File: src/rtl/mxtmr_pkg.sv
// Shared types, codes and defaults for the minimum-xor trie block.
package mxtmr_pkg;

    localparam int KEY_BITS_DEF = 31;
    localparam int MAX_KEYS_DEF = 1024;
    localparam int FIELD_W      = 31;
    localparam int OP_W         = 2;
    localparam int STATUS_W     = 2;

    typedef enum logic [OP_W-1:0] {
        OP_INSERT = 2'd0,
        OP_QUERY  = 2'd1,
        OP_CLEAR  = 2'd2,
        OP_NOP    = 2'd3
    } t_op;

    typedef enum logic [STATUS_W-1:0] {
        ST_OK    = 2'd0,
        ST_EMPTY = 2'd1,
        ST_FULL  = 2'd2,
        ST_RSVD  = 2'd3
    } t_status;

    // One command per cycle from controller to datapath.
    typedef enum logic [3:0] {
        C_IDLE,
        C_LOAD,
        C_DISP,
        C_I1_STEP,
        C_I1_WAIT,
        C_I_CHK,
        C_I2_STEP,
        C_I2_WAIT,
        C_I2_FRESH,
        C_Q_STEP,
        C_Q_CHK,
        C_Q_TAKE,
        C_DONE
    } t_cmd;

    // Datapath status seen by the controller.
    typedef struct packed {
        t_op  op;
        logic live_full;
        logic live_zero;
        logic nxb_zero;
        logic last;
        logic rd_cnt_zero;
        logic no_room;
    } t_dp_st;

endpackage

File: src/rtl/mxtmr_ctrl.sv
// Trie controller: sequences insert, query and clear, and owns the handshakes.
module mxtmr_ctrl
    import mxtmr_pkg::*;
(
    input  logic   i_clk,
    input  logic   i_rst_n,
    input  logic   i_in_valid,
    output logic   o_in_ready,
    output logic   o_out_valid,
    input  logic   i_out_ready,
    input  t_dp_st i_st,
    output t_cmd   o_cmd
);

    typedef enum logic [3:0] {
        S_IDLE,
        S_DISP,
        S_I1_STEP,
        S_I1_WAIT,
        S_I_CHK,
        S_I2_STEP,
        S_I2_WAIT,
        S_I2_FRESH,
        S_Q_STEP,
        S_Q_CHK,
        S_Q_TAKE,
        S_DONE
    } t_state;

    t_state r_state, n_state;
    logic   r_out_valid, n_out_valid;
    logic   out_free;

    assign out_free = !r_out_valid || i_out_ready;

    always_comb begin
        n_state     = r_state;
        n_out_valid = r_out_valid && !i_out_ready;
        o_cmd       = C_IDLE;
        unique case (r_state)
            S_IDLE: begin
                if (i_in_valid) begin
                    o_cmd   = C_LOAD;
                    n_state = S_DISP;
                end
            end
            S_DISP: begin
                o_cmd = C_DISP;
                if (i_st.op == OP_INSERT) begin
                    n_state = i_st.live_full ? S_DONE : S_I1_STEP;
                end else if (i_st.op == OP_QUERY) begin
                    n_state = i_st.live_zero ? S_DONE : S_Q_STEP;
                end else begin
                    n_state = S_DONE;
                end
            end
            S_I1_STEP: begin
                o_cmd   = C_I1_STEP;
                n_state = (i_st.nxb_zero || i_st.last) ? S_I_CHK : S_I1_WAIT;
            end
            S_I1_WAIT: begin
                o_cmd   = C_I1_WAIT;
                n_state = S_I1_STEP;
            end
            S_I_CHK: begin
                o_cmd   = C_I_CHK;
                n_state = i_st.no_room ? S_DONE : S_I2_STEP;
            end
            S_I2_STEP: begin
                o_cmd   = C_I2_STEP;
                n_state = i_st.nxb_zero ? S_I2_FRESH : S_I2_WAIT;
            end
            S_I2_WAIT: begin
                o_cmd   = C_I2_WAIT;
                n_state = i_st.last ? S_DONE : S_I2_STEP;
            end
            S_I2_FRESH: begin
                o_cmd   = C_I2_FRESH;
                n_state = i_st.last ? S_DONE : S_I2_FRESH;
            end
            S_Q_STEP: begin
                o_cmd   = C_Q_STEP;
                n_state = i_st.nxb_zero ? S_Q_TAKE : S_Q_CHK;
            end
            S_Q_CHK: begin
                o_cmd = C_Q_CHK;
                if (i_st.rd_cnt_zero) begin
                    n_state = S_Q_TAKE;
                end else begin
                    n_state = i_st.last ? S_DONE : S_Q_STEP;
                end
            end
            S_Q_TAKE: begin
                o_cmd   = C_Q_TAKE;
                n_state = i_st.last ? S_DONE : S_Q_STEP;
            end
            S_DONE: begin
                // Hold until the output register is free.
                if (out_free) begin
                    o_cmd       = C_DONE;
                    n_out_valid = 1'b1;
                    n_state     = S_IDLE;
                end
            end
            default: begin
                n_state = S_IDLE;
            end
        endcase
    end

    always_ff @(posedge i_clk) begin
        if (!i_rst_n) begin
            r_state     <= S_IDLE;
            r_out_valid <= 1'b0;
        end else begin
            r_state     <= n_state;
            r_out_valid <= n_out_valid;
        end
    end

    assign o_in_ready  = (r_state == S_IDLE);
    assign o_out_valid = r_out_valid;

endmodule

File: config.mk
export PLATFORM = sky130hd
export DESIGN_NAME = mxtmr_ctrl
export DESIGN_NICKNAME = d
export VERILOG_FILES = /design/src/rtl/mxtmr_pkg.sv /design/src/rtl/mxtmr_ctrl.sv
export SDC_FILE = /design/constraint.sdc
export NUM_CORES = 1
export LEC_CHECK = 0
export BUFFER_PORTS_ARGS = -buffer_cell sky130_fd_sc_hd__buf_2
export CAP_MARGIN = 20
export CORE_UTILIZATION = 40
export DETAILED_ROUTE_END_ITERATION = 8
export PLACE_DENSITY_LB_ADDON = 0.05
export SYNTH_ARGS = -nofsm -noshare
export SYNTH_HDL_FRONTEND = slang
export SYNTH_SLANG_ARGS = --single-unit
File: constraint.sdc
create_clock -name i_clk -period 1.8 [get_ports i_clk]
set_input_delay 0.36 -clock i_clk [delete_from_list [all_inputs] [get_ports i_clk]]
set_output_delay 0.36 -clock i_clk [all_outputs]
set_load 0.03 [all_outputs]
== Word level (Yosys, flattened, before mapping) ==
Index checks and enable logic that the tools add are counted.

* Input bits: 12
* Output and inout bits: 6
* Flip-flop bits (word level): 5
* Word-level logic and storage cells: 44

* Equal/unequal tests: 14
* Mux-type cells: 20
* Reduce and logical (&&, ||, !) cells: 8

{| class="wikitable"
|+ Operators with widths
! kind !! number
|-
| 4-bit one-hot mux with 12 select lines || 2
|-
| 4-bit two-way mux || 8
|-
| 4-bit by 3-bit == test with 1-bit output, second input constant || 4
|-
| 4-bit == test, second input constant || 4
|-
| 2-bit two-way mux || 5
|-
| 4-bit by 2-bit == test with 1-bit output, second input constant || 2
|-
| 4-bit by 1-bit == test with 1-bit output, second input constant || 1
|-
| 4-bit logical NOT || 1
|-
| 1-bit two-way mux || 4
|-
| 2-bit inequality test, second input constant || 2
|-
| 3-bit two-way mux || 1
|-
| 2-bit by 1-bit == test with 1-bit output, second input constant || 1
|-
| 1-bit logical NOT || 2
|-
| 2-bit logical NOT || 1
|-
| 1-bit logical OR || 2
|-
| 2-bit AND reduction || 1
|-
| 1-bit logical AND || 1
|}

== Depth between registers and ports, before layout ==
Gate-level depths: netlist (run 1).

* Depth in word-level cells: 4
* Mapped depth: 6
* Mapped depth without buffers: 4

== Least setup slack after synthesis (run 1) ==
No wires, ideal clock.

* Path type: reg-to-output
* Start: register r_state[2]
* End: output o_in_ready
* Setup slack: -0.132 ns
* Data required time: 1.440 ns
* Arrival: 1.572 ns
* Buffers on the path: 2
* Cell stages (with the launch flop): 4
* Cell sequence: dfxtp_1 > buf_6 > buf_2 > nor4_1

* Word-level cells in the longest chain between the ends: 1

{| class="wikitable"
|+ Ends and longest elaborated chain
! element !! RTL line !! text
|-
| start, declared || mxtmr_ctrl.sv:30 || <nowiki>t_state r_state, n_state;</nowiki>
|-
| start signal, assigned || mxtmr_ctrl.sv:116 || <nowiki>r_state <= n_state;</nowiki>
|-
| 4-bit logical NOT || mxtmr_ctrl.sv:121 || <nowiki>assign o_in_ready = (r_state == S_IDLE);</nowiki>
|-
| end, declared || mxtmr_ctrl.sv:8 || <nowiki>output logic o_in_ready,</nowiki>
|}

No other way between the ends.

== Worst setup path after layout (run 1) ==
* Start: register r_state[1]
* End: output o_cmd[0]

* Word-level cells in the longest chain between the ends: 2
* Elaborated cells between the ends (all ways): 13
* Those cells by class: eq/ne (11); mux (1); reduce/logical (1)

{| class="wikitable"
|+ Ends and longest elaborated chain
! element !! RTL line !! text
|-
| 4-bit == test (tied with other cells) || mxtmr_ctrl.sv:40 || <nowiki>unique case (r_state)</nowiki>
|-
| 4-bit one-hot mux with 12 select lines * || mxtmr_ctrl.sv:40 ||
|-
| end, declared || mxtmr_ctrl.sv:12 || <nowiki>output t_cmd o_cmd</nowiki>
|}

Every way passes the cells marked *; elsewhere a longest branch is shown, timed or not.

==> reports/results.txt, run 1 <==
num ports -> 18
CTS H-tree lvls -> 1
top-count cell post-synth -> nor2_1
Slew @ Worst Pin -> 0.321 ns
Die W -> 38.6 µm
CP required -> 1.44 ns
post-CTS resize count -> 0
vias in the first global route -> 530
grt ovf -> 0
Die ar. -> 1490 µm²
final hold violation count -> 0
port bufs -> 17
placer congestion estimate -> 0.800
CP Capture Type -> output port
layout cells sized above 1 -> 35.2%
CTS clk-pin slew, worst paths -> 0.05 ns
Placement Rows -> 12
Initial DRC Count -> 23
Post-CTS Setup Inserts -> 0
GRT Total Usage -> 21.4%
LEAKAGE -> 0.285 nW
Hold Crit Class -> input pin to flip-flop
Clock Skews -> 0.00795 ns
ys async rst share -> 0%
Layout Area Growth over Synthesis -> 23.1%
final wirelength -> 1440 µm
post-synthesis cell area -> 537 µm²
portion of netlist area occupied by mux cells -> 2.80%
vias after detailed routing -> 626
maximum clock path buffer count -> 2
Die Span Y -> 38.6 µm
Worst IR Drop VDD -> 1.21 mV
area fraction of the dominant cell type after synthesis -> 18.6%
Area after DPL -> 632 µm²
CP Class -> flip-flop to output port
CTS buffer count -> 3
fin area -> 661 µm²
detail-routed via count per cell -> 5.96
Power Density -> 1620 nW/µm²
cell type with the highest aggregate area in the netlist -> dfxtp_1
Post-Synth XOR/XNOR Area -> 1.63%
Core Box Area -> 1170 µm²
largest family of logic cells by synthesized area -> compound AO/OA/AOI/OAI gates
final setup violation count -> 0
fin worst setup slack -> 0.133 ns
Max Clock Freq -> 600 MHz
EDFF count, synth -> 0
Startpoint Class -> flip-flop
Multi-input gate area -> 384 µm²
starting density of the core -> 45.8%
NumNets Final -> 104
Synth Area in Simple Gates -> 31.2%
CTS Root Cell -> clkbuf_4
fin crit share -> 92.6%
CTS tree -> yes
Hold Buf Count CTS -> 0
first-pass GRT wire length -> 2210 µm
initial antenna violation count -> 0
Placement Setup Slack -> 0.290 ns
Synth cell types -> 35
clk_lat worst skew -> 0.24 ns
synth warn -> 0
register area -> 103 µm²
clock tree sinks -> 5
Max-cap violations -> 0
TNS Setup -> 0 ns
Synth Area per Inst -> 7.46 µm²
DP Wirelength -> 1060 µm
Antenna diodes -> 0
Synth Flop Type -> dfxtp_1
FILL cells -> 124
top cells by count, synth -> nor2_1, o21ai_0, a21oi_1, dfxtp_1
pin count of the biggest net entering global routing -> 18
drt first pass iters -> 4
post-synthesis sequential area ratio -> 18.6%
Seq cells post-synth -> 5
Tot Pwr -> 1.07 mW
cells after synthesis -> 72
net count after synthesis -> 84
top cells by area, synth -> dfxtp_1, nor2_1, o21ai_0, a21oi_1, nand2b_1
CP max FO -> 17
DR WL/cell -> 13.7 µm
Max Slew Vio Count -> 0
Synth Area in Adders -> 0%
Synth Area in Compound Gates -> 34.7%
Rel. slew slack -> 78.5%
RSZ-0062 raised after global routing -> no
ANT nets after route -> 0
Arrival @ worst endpoint -> 1.31 ns
status -> finished, final reports clean
Final min period -> 1.67 ns
DRC errors left -> 0
## power breakdown
group          internal, mW  switching (mW)  leakage, nW  total [mW]
Combinational         0.280           0.437        0.228       0.717
Sequential            0.152          0.0735       0.0419       0.226
Clock                0.0839          0.0466       0.0150       0.130
## worst paths after layout
| path | start | to | slack (ns) | cells past startpoint |
|---|---|---|---|---|
| worst max-delay path | r_state[1] | o_cmd[0] | 0.13 | 4 |
| worst min-delay path | i_rst_n | o_out_valid | 0.40 | 2 |
| worst min register to register | r_state[3] | r_state[3] | 0.66 | 2 |
| worst max register to register | r_state[1] | r_state[1] | 0.39 | 4 |
## cell type report
class,count,area share [%]
multi-input cells,57,58.1
repair buffers,21,17.4
flip-flops and latches,5,15.5
clock buffers,4,3.98
well taps,14,2.65
inverters,4,2.27
## flip-flops by register name, summed over array words and instances, names as in the netlist
register,count
o_out_valid,1
r_state,4
## critical path, stage by stage (launching register included)
cell      delay, ns
dfxtp_1        0.35
buf_4          0.24
nor4_2         0.08
a211oi_1       0.16
buf_2          0.23
## cells by family (layout without fill, tap and decap cells)
family                 Yosys count  after routing
AO/OA/AOI/OAI                   27             27
XOR/XNOR                         1              1
buffers and inverters           10             29
flip-flops                       5              5
multiplexers                     1              1
AND/OR/NAND/NOR                 28             28
## layout by cell type (no fill, tap or decap), types with 2 or more instances in the layout
cell	n
a21oi_1	5
buf_4	4
nand2_1	3
nand2b_1	4
nor4_2	3
clkbuf_4	3
o21a_1	2
dfxtp_1	3
buf_2	17
nor2_1	9
inv_1	4
a211o_1	2
o21ai_0	5
a211oi_1	3
o22ai_1	2
dfxtp_2	2
## per-stage QoR
| step | hold WS, ns | cells | utilization [%] |
|---|---|---|---|
| after floorplan | 0.478 | 72 | - |
| after global placement | 0.652 | 101 | 54.0 |
| after detailed placement | 0.653 | 101 | 54.0 |
| after CTS | 0.390 | 105 | 56.2 |
| after global routing | 0.401 | 105 | 56.4 |
| final | 0.397 | 105 | 56.4 |
## metal layers
metal  wire length (µm)  track usage [%]  vias to the layer above
li1                   -                -                      304
met1                634             29.0                      286
met2                672             31.7                       34
met3                117             1.73                        2
met4                 10             14.7                        0
met5                  0                0                        -
Power figures use the tool's default switching activity.
==> run 2: changes to the inputs <==
--- a/config.mk
+++ b/config.mk
@@ -7,8 +7,9 @@
 export LEC_CHECK = 0
 export BUFFER_PORTS_ARGS = -buffer_cell sky130_fd_sc_hd__buf_2
 export CAP_MARGIN = 20
-export CORE_UTILIZATION = 40
+export CORE_AREA = 2 2 39 41
 export DETAILED_ROUTE_END_ITERATION = 8
+export DIE_AREA = 0 0 41 43
 export PLACE_DENSITY_LB_ADDON = 0.05
 export SYNTH_ARGS = -nofsm -noshare
 export SYNTH_HDL_FRONTEND = slang
==> run 2 against run 1 <==
Against the previous run:
- worst hold slack improved by 0.010 ns
- clock power barely moved
- non-clock buffer count fell by 1
- sequential power rose by 12%
- core utilization fell by 8.4 points
- largest power group unchanged
- wire length fell by 1.7%
- final area rose by 0.57%
- critical path depth did not move
- register-to-register slack barely moved
- first-iteration DRC count fell by 61%
- clock-buffer cell count did not move
- power fell by 0.21%
==> reports/results.txt, run 2 (synthesis results as in run 1) <==
hold_sp -> i_rst_n (unchanged)
Slew @ Worst Pin -> 0.305 ns (was 0.321 ns)
CP max FO -> 7 (was 17)
port bufs -> 17 (unchanged)
DRC errors left -> 0 (unchanged)
CP required -> 1.44 ns (about the same)
CP Class -> flip-flop to output port (unchanged)
num ports -> 18 (unchanged)
CP Capture Type -> output port (unchanged)
Die W -> 41 µm (was 38.6 µm)
crit path from -> r_state[0] (was r_state[1])
Die ar. -> 1760 µm² (was 1490 µm²)
ANT nets after route -> 0 (unchanged)
CTS tree -> yes (unchanged)
starting density of the core -> 38.8% (was 45.8%)
DR WL/cell -> 13.3 µm (was 13.7 µm)
detail-routed via count per cell -> 5.56 (was 5.96)
commonest non-fill, non-tap cell in the layout -> buf_2 (unchanged)
Rel. slew slack -> 79.6% (was 78.5%)
Placement Setup Slack -> 0.232 ns (was 0.290 ns)
Initial DRC Count -> 9 (was 23)
post-CTS resize count -> 1 (was 0)
setup slack, reg-to-reg -> 0.38 ns (was 0.39 ns)
FF-to-FF Start -> r_state[2] (was r_state[1])
max FFs per register -> 4 (unchanged)
Clock Skews -> 0.00501 ns (was 0.00795 ns)
GRT Total Usage -> 18.1% (was 21.4%)
placer congestion estimate -> 0.838 (was 0.800)
fin area -> 664 µm² (was 661 µm²)
first-pass GRT wire length -> 2180 µm (was 2210 µm)
total placed cells including tap cells -> 102 (was 101)
Placement Rows -> 14 (was 12)
FILL cells -> 153 (was 124)
status -> finished, final reports clean (unchanged)
NumNets Final -> 103 (was 104)
LEAKAGE -> 0.282 nW (was 0.285 nW)
vias in the first global route -> 528 (was 530)
largest register by flop count -> r_state (unchanged)
Post-CTS Setup Inserts -> 0 (unchanged)
CTS H-tree lvls -> 1 (unchanged)
DP Wirelength -> 1010 µm (was 1060 µm)
CTS Root Cell -> clkbuf_4 (unchanged)
Multi-input gate area -> 384 µm² (unchanged)
Max Clock Freq -> 595 MHz (was 600 MHz)
clock tree sinks -> 5 (unchanged)
fin crit share -> 93.4% (was 92.6%)
register area -> 105 µm² (was 103 µm²)
RSZ-0062 raised after global routing -> no (unchanged)
Arrival @ worst endpoint -> 1.32 ns (was 1.31 ns)
CTS buffer count -> 3 (unchanged)
Power Density -> 1610 nW/µm² (was 1620 nW/µm²)
final setup violation count -> 0 (unchanged)
Core Box Area -> 1380 µm² (was 1170 µm²)
Startpoint Class -> flip-flop (unchanged)
Hold Crit Class -> input pin to flip-flop (unchanged)
grt ovf -> 0 (unchanged)
post-route insts no fill -> 106 (was 105)
Hold Buf Count CTS -> 0 (unchanged)
maximum clock path buffer count -> 2 (unchanged)
drt first pass iters -> 3 (was 4)
Max-cap violations -> 0 (unchanged)
final hold violation count -> 0 (unchanged)
final wirelength -> 1410 µm (was 1440 µm)
Worst IR Drop VDD -> 0.748 mV (was 1.21 mV)
Worst R2R Path Depth -> 4 (unchanged)
Area after DPL -> 627 µm² (was 632 µm²)
RR Endpoint -> r_state[1] (unchanged)
commonest non-fill, non-tap cells in the layout -> buf_2, nor2_1, a21oi_1, o21ai_0 (unchanged)
vias after detailed routing -> 589 (was 626)
Max Slew Vio Count -> 0 (unchanged)
Antenna diodes -> 0 (unchanged)
Tot Pwr -> 1.07 mW (about the same)
Die Span Y -> 43 µm (was 38.6 µm)
CTS clk-pin slew, worst paths -> 0.05 ns (about the same)
clk_lat worst skew -> 0.24 ns (about the same)
Final min period -> 1.68 ns (was 1.67 ns)
fin worst setup slack -> 0.118 ns (was 0.133 ns)
Layout Area Growth over Synthesis -> 23.8% (was 23.1%)
pin count of the biggest net entering global routing -> 17 (was 18)
layout cells sized above 1 -> 36.7% (was 35.2%)
TNS Setup -> 0 ns (unchanged)
initial antenna violation count -> 0 (unchanged)
crit path to -> o_cmd[2] (was o_cmd[0])
-- run 2: per-layer routing --
metal	GRT usage (%)	wire, µm	vias up
li1	-	-	306
met1	24.3	683	269
met2	24.4	663	12
met3	4.71	53	2
met4	12.0	10	0
met5	0	0	-
-- run 2: per-stage QoR --
| stage | hold slack [ns] | util (%) |
|---|---|---|
| global placement | 0.657 | 45.3 |
| floorplan | 0.478 | - |
| finish | 0.407 | 48.0 |
| global route | 0.404 | 48.0 |
| detailed placement | 0.656 | 45.3 |
| CTS | 0.398 | 47.3 |
-- run 2: power breakdown --
part,switching (mW),leakage (nW),internal [mW],total (mW)
Sequential,0.0963,0.0424,0.157,0.254
Clock,0.0463,0.0150,0.0838,0.130
Combinational,0.403,0.224,0.283,0.687
Total,0.546,0.282,0.524,1.07
-- run 2: worst min-delay path by stage --
stage / slack, ns / cells past startpoint / to
final: 0.41 / 2 / o_out_valid
after global routing: 0.40 / 2 / o_out_valid
after detailed placement: 0.66 / 2 / o_out_valid
after floorplan: 0.48 / 1 / o_out_valid
after global placement: 0.66 / 2 / o_out_valid
after CTS: 0.40 / 2 / o_out_valid
-- run 2: critical path, cell delays in order (launching register included) --
cell     delay [ns]
dfxtp_2        0.39
nand2_1        0.12
a211o_1        0.29
o21ai_1        0.07
buf_2          0.21
-- run 2: cell type report --
type | instances | area share (%)
clock buffer | 4 | 3.95
inverter | 4 | 2.26
multi-input combinational | 57 | 57.8
sequential | 5 | 15.8
tap | 16 | 3.01
timing repair buffer | 20 | 17.1
==> run 3: changes to the inputs <==
--- a/config.mk
+++ b/config.mk
@@ -11,6 +11,7 @@
 export DETAILED_ROUTE_END_ITERATION = 8
 export DIE_AREA = 0 0 41 43
 export PLACE_DENSITY_LB_ADDON = 0.05
+export SETUP_SLACK_MARGIN = 0.15
 export SYNTH_ARGS = -nofsm -noshare
 export SYNTH_HDL_FRONTEND = slang
 export SYNTH_SLANG_ARGS = --single-unit
==> run 3 against run 2 <==
Against the previous run:
- core utilization grew 4.4 points
- cell count stayed put
- sequential power is essentially flat
- non-clock buffer count unchanged
- final area rose by 9.2%
- critical path type unchanged
==> reports/results.txt, run 3 (synthesis results as in run 1) <==
DP Wirelength -> 1020 µm (was 1010 µm)
layout cells sized above 1 -> 43.3% (was 36.7%)
initial antenna violation count -> 0 (unchanged)
Clk pwr share -> 11.2% (was 12.2%)
max FFs per register -> 4 (unchanged)
post-route insts no fill -> 106 (unchanged)
Slew @ Worst Pin -> 0.280 ns (was 0.305 ns)
Slowest cell on crit path -> dfxtp_2 (unchanged)
drt first pass iters -> 2 (was 3)
vias in the first global route -> 551 (was 528)
placer congestion estimate -> 0.799 (was 0.838)
Power Density -> 1660 nW/µm² (was 1610 nW/µm²)
Post-CTS Setup Inserts -> 0 (unchanged)
critical-path cell list -> nor2b_2 > a211o_1 > o21ai_2 > buf_6 (was nand2_1 > a211o_1 > o21ai_1 > buf_2)
Max Slew Vio Count -> 0 (unchanged)
grt ovf -> 0 (unchanged)
LEAKAGE -> 0.298 nW (was 0.282 nW)
Antenna diodes -> 0 (unchanged)
commonest non-fill, non-tap cells in the layout -> buf_2, nor2_1, a21oi_1, o21ai_0, clkbuf_4 (was buf_2, nor2_1, a21oi_1, o21ai_0)
final hold violation count -> 0 (unchanged)
Tot Pwr -> 1.21 mW (was 1.07 mW)
NumNets Final -> 103 (unchanged)
combinational fraction of design power -> 67.6% (was 64.2%)
Clock Skews -> 0.0113 ns (was 0.00501 ns)
fin worst setup slack -> 0.188 ns (was 0.118 ns)
final setup violation count -> 0 (unchanged)
CP Capture Type -> output port (unchanged)
Placement Rows -> 14 (unchanged)
first-pass GRT wire length -> 2260 µm (was 2180 µm)
CP Class -> flip-flop to output port (unchanged)
Worst IR Drop VDD -> 0.843 mV (was 0.748 mV)
Die ar. -> 1760 µm² (unchanged)
RSZ-0062 raised after global routing -> yes (was no)
clock tree sinks -> 5 (unchanged)
Top delay family on crit path -> compound AO/OA/AOI/OAI gates (was flip-flops)
Seq pwr share -> 21.2% (was 23.7%)
GRT Total Usage -> 19.1% (was 18.1%)
Hold Buf Count CTS -> 0 (unchanged)
CTS tree -> yes (unchanged)
Max-cap violations -> 0 (unchanged)
DRC errors left -> 0 (unchanged)
Rel. slew slack -> 81.2% (was 79.6%)
Die W -> 41 µm (unchanged)
fin crit share -> 89.6% (was 93.4%)
worst stage delay on the critical path -> 0.32 ns (was 0.39 ns)
port bufs -> 17 (unchanged)
pin count of the biggest net entering global routing -> 17 (unchanged)
detail-routed via count per cell -> 5.74 (was 5.56)
Core Box Area -> 1380 µm² (unchanged)
status -> finished, final reports clean (unchanged)
ANT nets after route -> 0 (unchanged)
Placement Setup Slack -> 0.230 ns (was 0.232 ns)
switching part of the total -> 49.4% (was 51.0%)
maximum clock path buffer count -> 2 (unchanged)
CTS H-tree lvls -> 1 (unchanged)
CTS clk-pin slew, worst paths -> 0.05 ns (about the same)
internal power -> 0.611 mW (was 0.524 mW)
final wirelength -> 1390 µm (was 1410 µm)
starting density of the core -> 38.8% (unchanged)
Startpoint Class -> flip-flop (unchanged)
vias after detailed routing -> 608 (was 589)
total placed cells including tap cells -> 102 (unchanged)
clk_lat worst skew -> 0.25 ns (was 0.24 ns)
Psw -> 0.596 mW (was 0.546 mW)
CP required -> 1.44 ns (about the same)
Area after DPL -> 636 µm² (was 627 µm²)
Max Clock Freq -> 620 MHz (was 595 MHz)
TNS Setup -> 0 ns (unchanged)
commonest non-fill, non-tap cell in the layout -> buf_2 (unchanged)
fin area -> 726 µm² (was 664 µm²)
Initial DRC Count -> 1 (was 9)
num ports -> 18 (unchanged)
Layout Area Growth over Synthesis -> 35.2% (was 23.8%)
CP max FO -> 3 (was 7)
DR WL/cell -> 13.1 µm (was 13.3 µm)
Arrival @ worst endpoint -> 1.25 ns (was 1.32 ns)
Hold Crit Class -> input pin to flip-flop (unchanged)
Final min period -> 1.61 ns (was 1.68 ns)
Crit path buffers/inverters -> 1 (unchanged)
CTS Root Cell -> clkbuf_4 (unchanged)
largest register by flop count -> r_state (unchanged)
Die Span Y -> 43 µm (unchanged)
CTS buffer count -> 3 (unchanged)
[run 3: cell types whose count changed in the layout (fill, tap and decap cells not counted), moves of 2 or more]
cell and delta:
clkbuf_4 +2, dfxtp_4 +2, buf_4 -2, nor4_2 -2
buf_2 -3, buf_6 +2, nor4_4 +2
[run 3: worst paths after layout]
check	startpoint	end	slack, ns	cells past startpoint
max	o_out_valid	o_cmd[2]	0.19	4
min	i_rst_n	o_out_valid	0.39	2
max reg2reg	r_state[1]	r_state[1]	0.42	4
min reg2reg	r_state[2]	r_state[2]	0.56	2
[run 3: layout make-up]
type                       instances  area (µm²)
timing repair buffer              20         136
inverter                           4        15.0
fill                             145         658
multi-input combinational         57         415
sequential                         5         111
tap                               16        20.0
clock buffer                       3        22.5
clock inverter                     1        5.00
[run 3: repair_timing]
action	in CTS	in global routing
endpoints found under the hold margin	0	0
endpoints found under the setup margin	4	5
resized for setup	6	14
pin swaps	0	1
[run 3: power by group through the flow]
stage          Clock, mW  Sequential, mW  Combinational (mW)
6_report           0.135           0.256               0.816
4_1_cts            0.141           0.234               0.740
3_5_place_dp           0           0.226               0.703
5_1_grt            0.145           0.263               0.891
2_1_floorplan          0           0.182               0.604
3_3_place_gp           0           0.225               0.704
[run 3: per-stage QoR]
stage	util (%)	hold WS [ns]
after floorplan	-	0.478
after global placement	45.9	0.619
after detailed placement	45.9	0.632
after CTS	49.4	0.385
after global routing	52.4	0.394
final	52.4	0.386
[run 3: per-layer routing]
| metal | global-route usage [%] | up-vias | wire length [µm] |
|---|---|---|---|
| met5 | 0 | - | 0 |
| met4 | 10.0 | 0 | 0 |
| met3 | 4.71 | 0 | 64 |
| met2 | 28.4 | 12 | 690 |
| met1 | 24.2 | 288 | 639 |
| li1 | - | 308 | - |
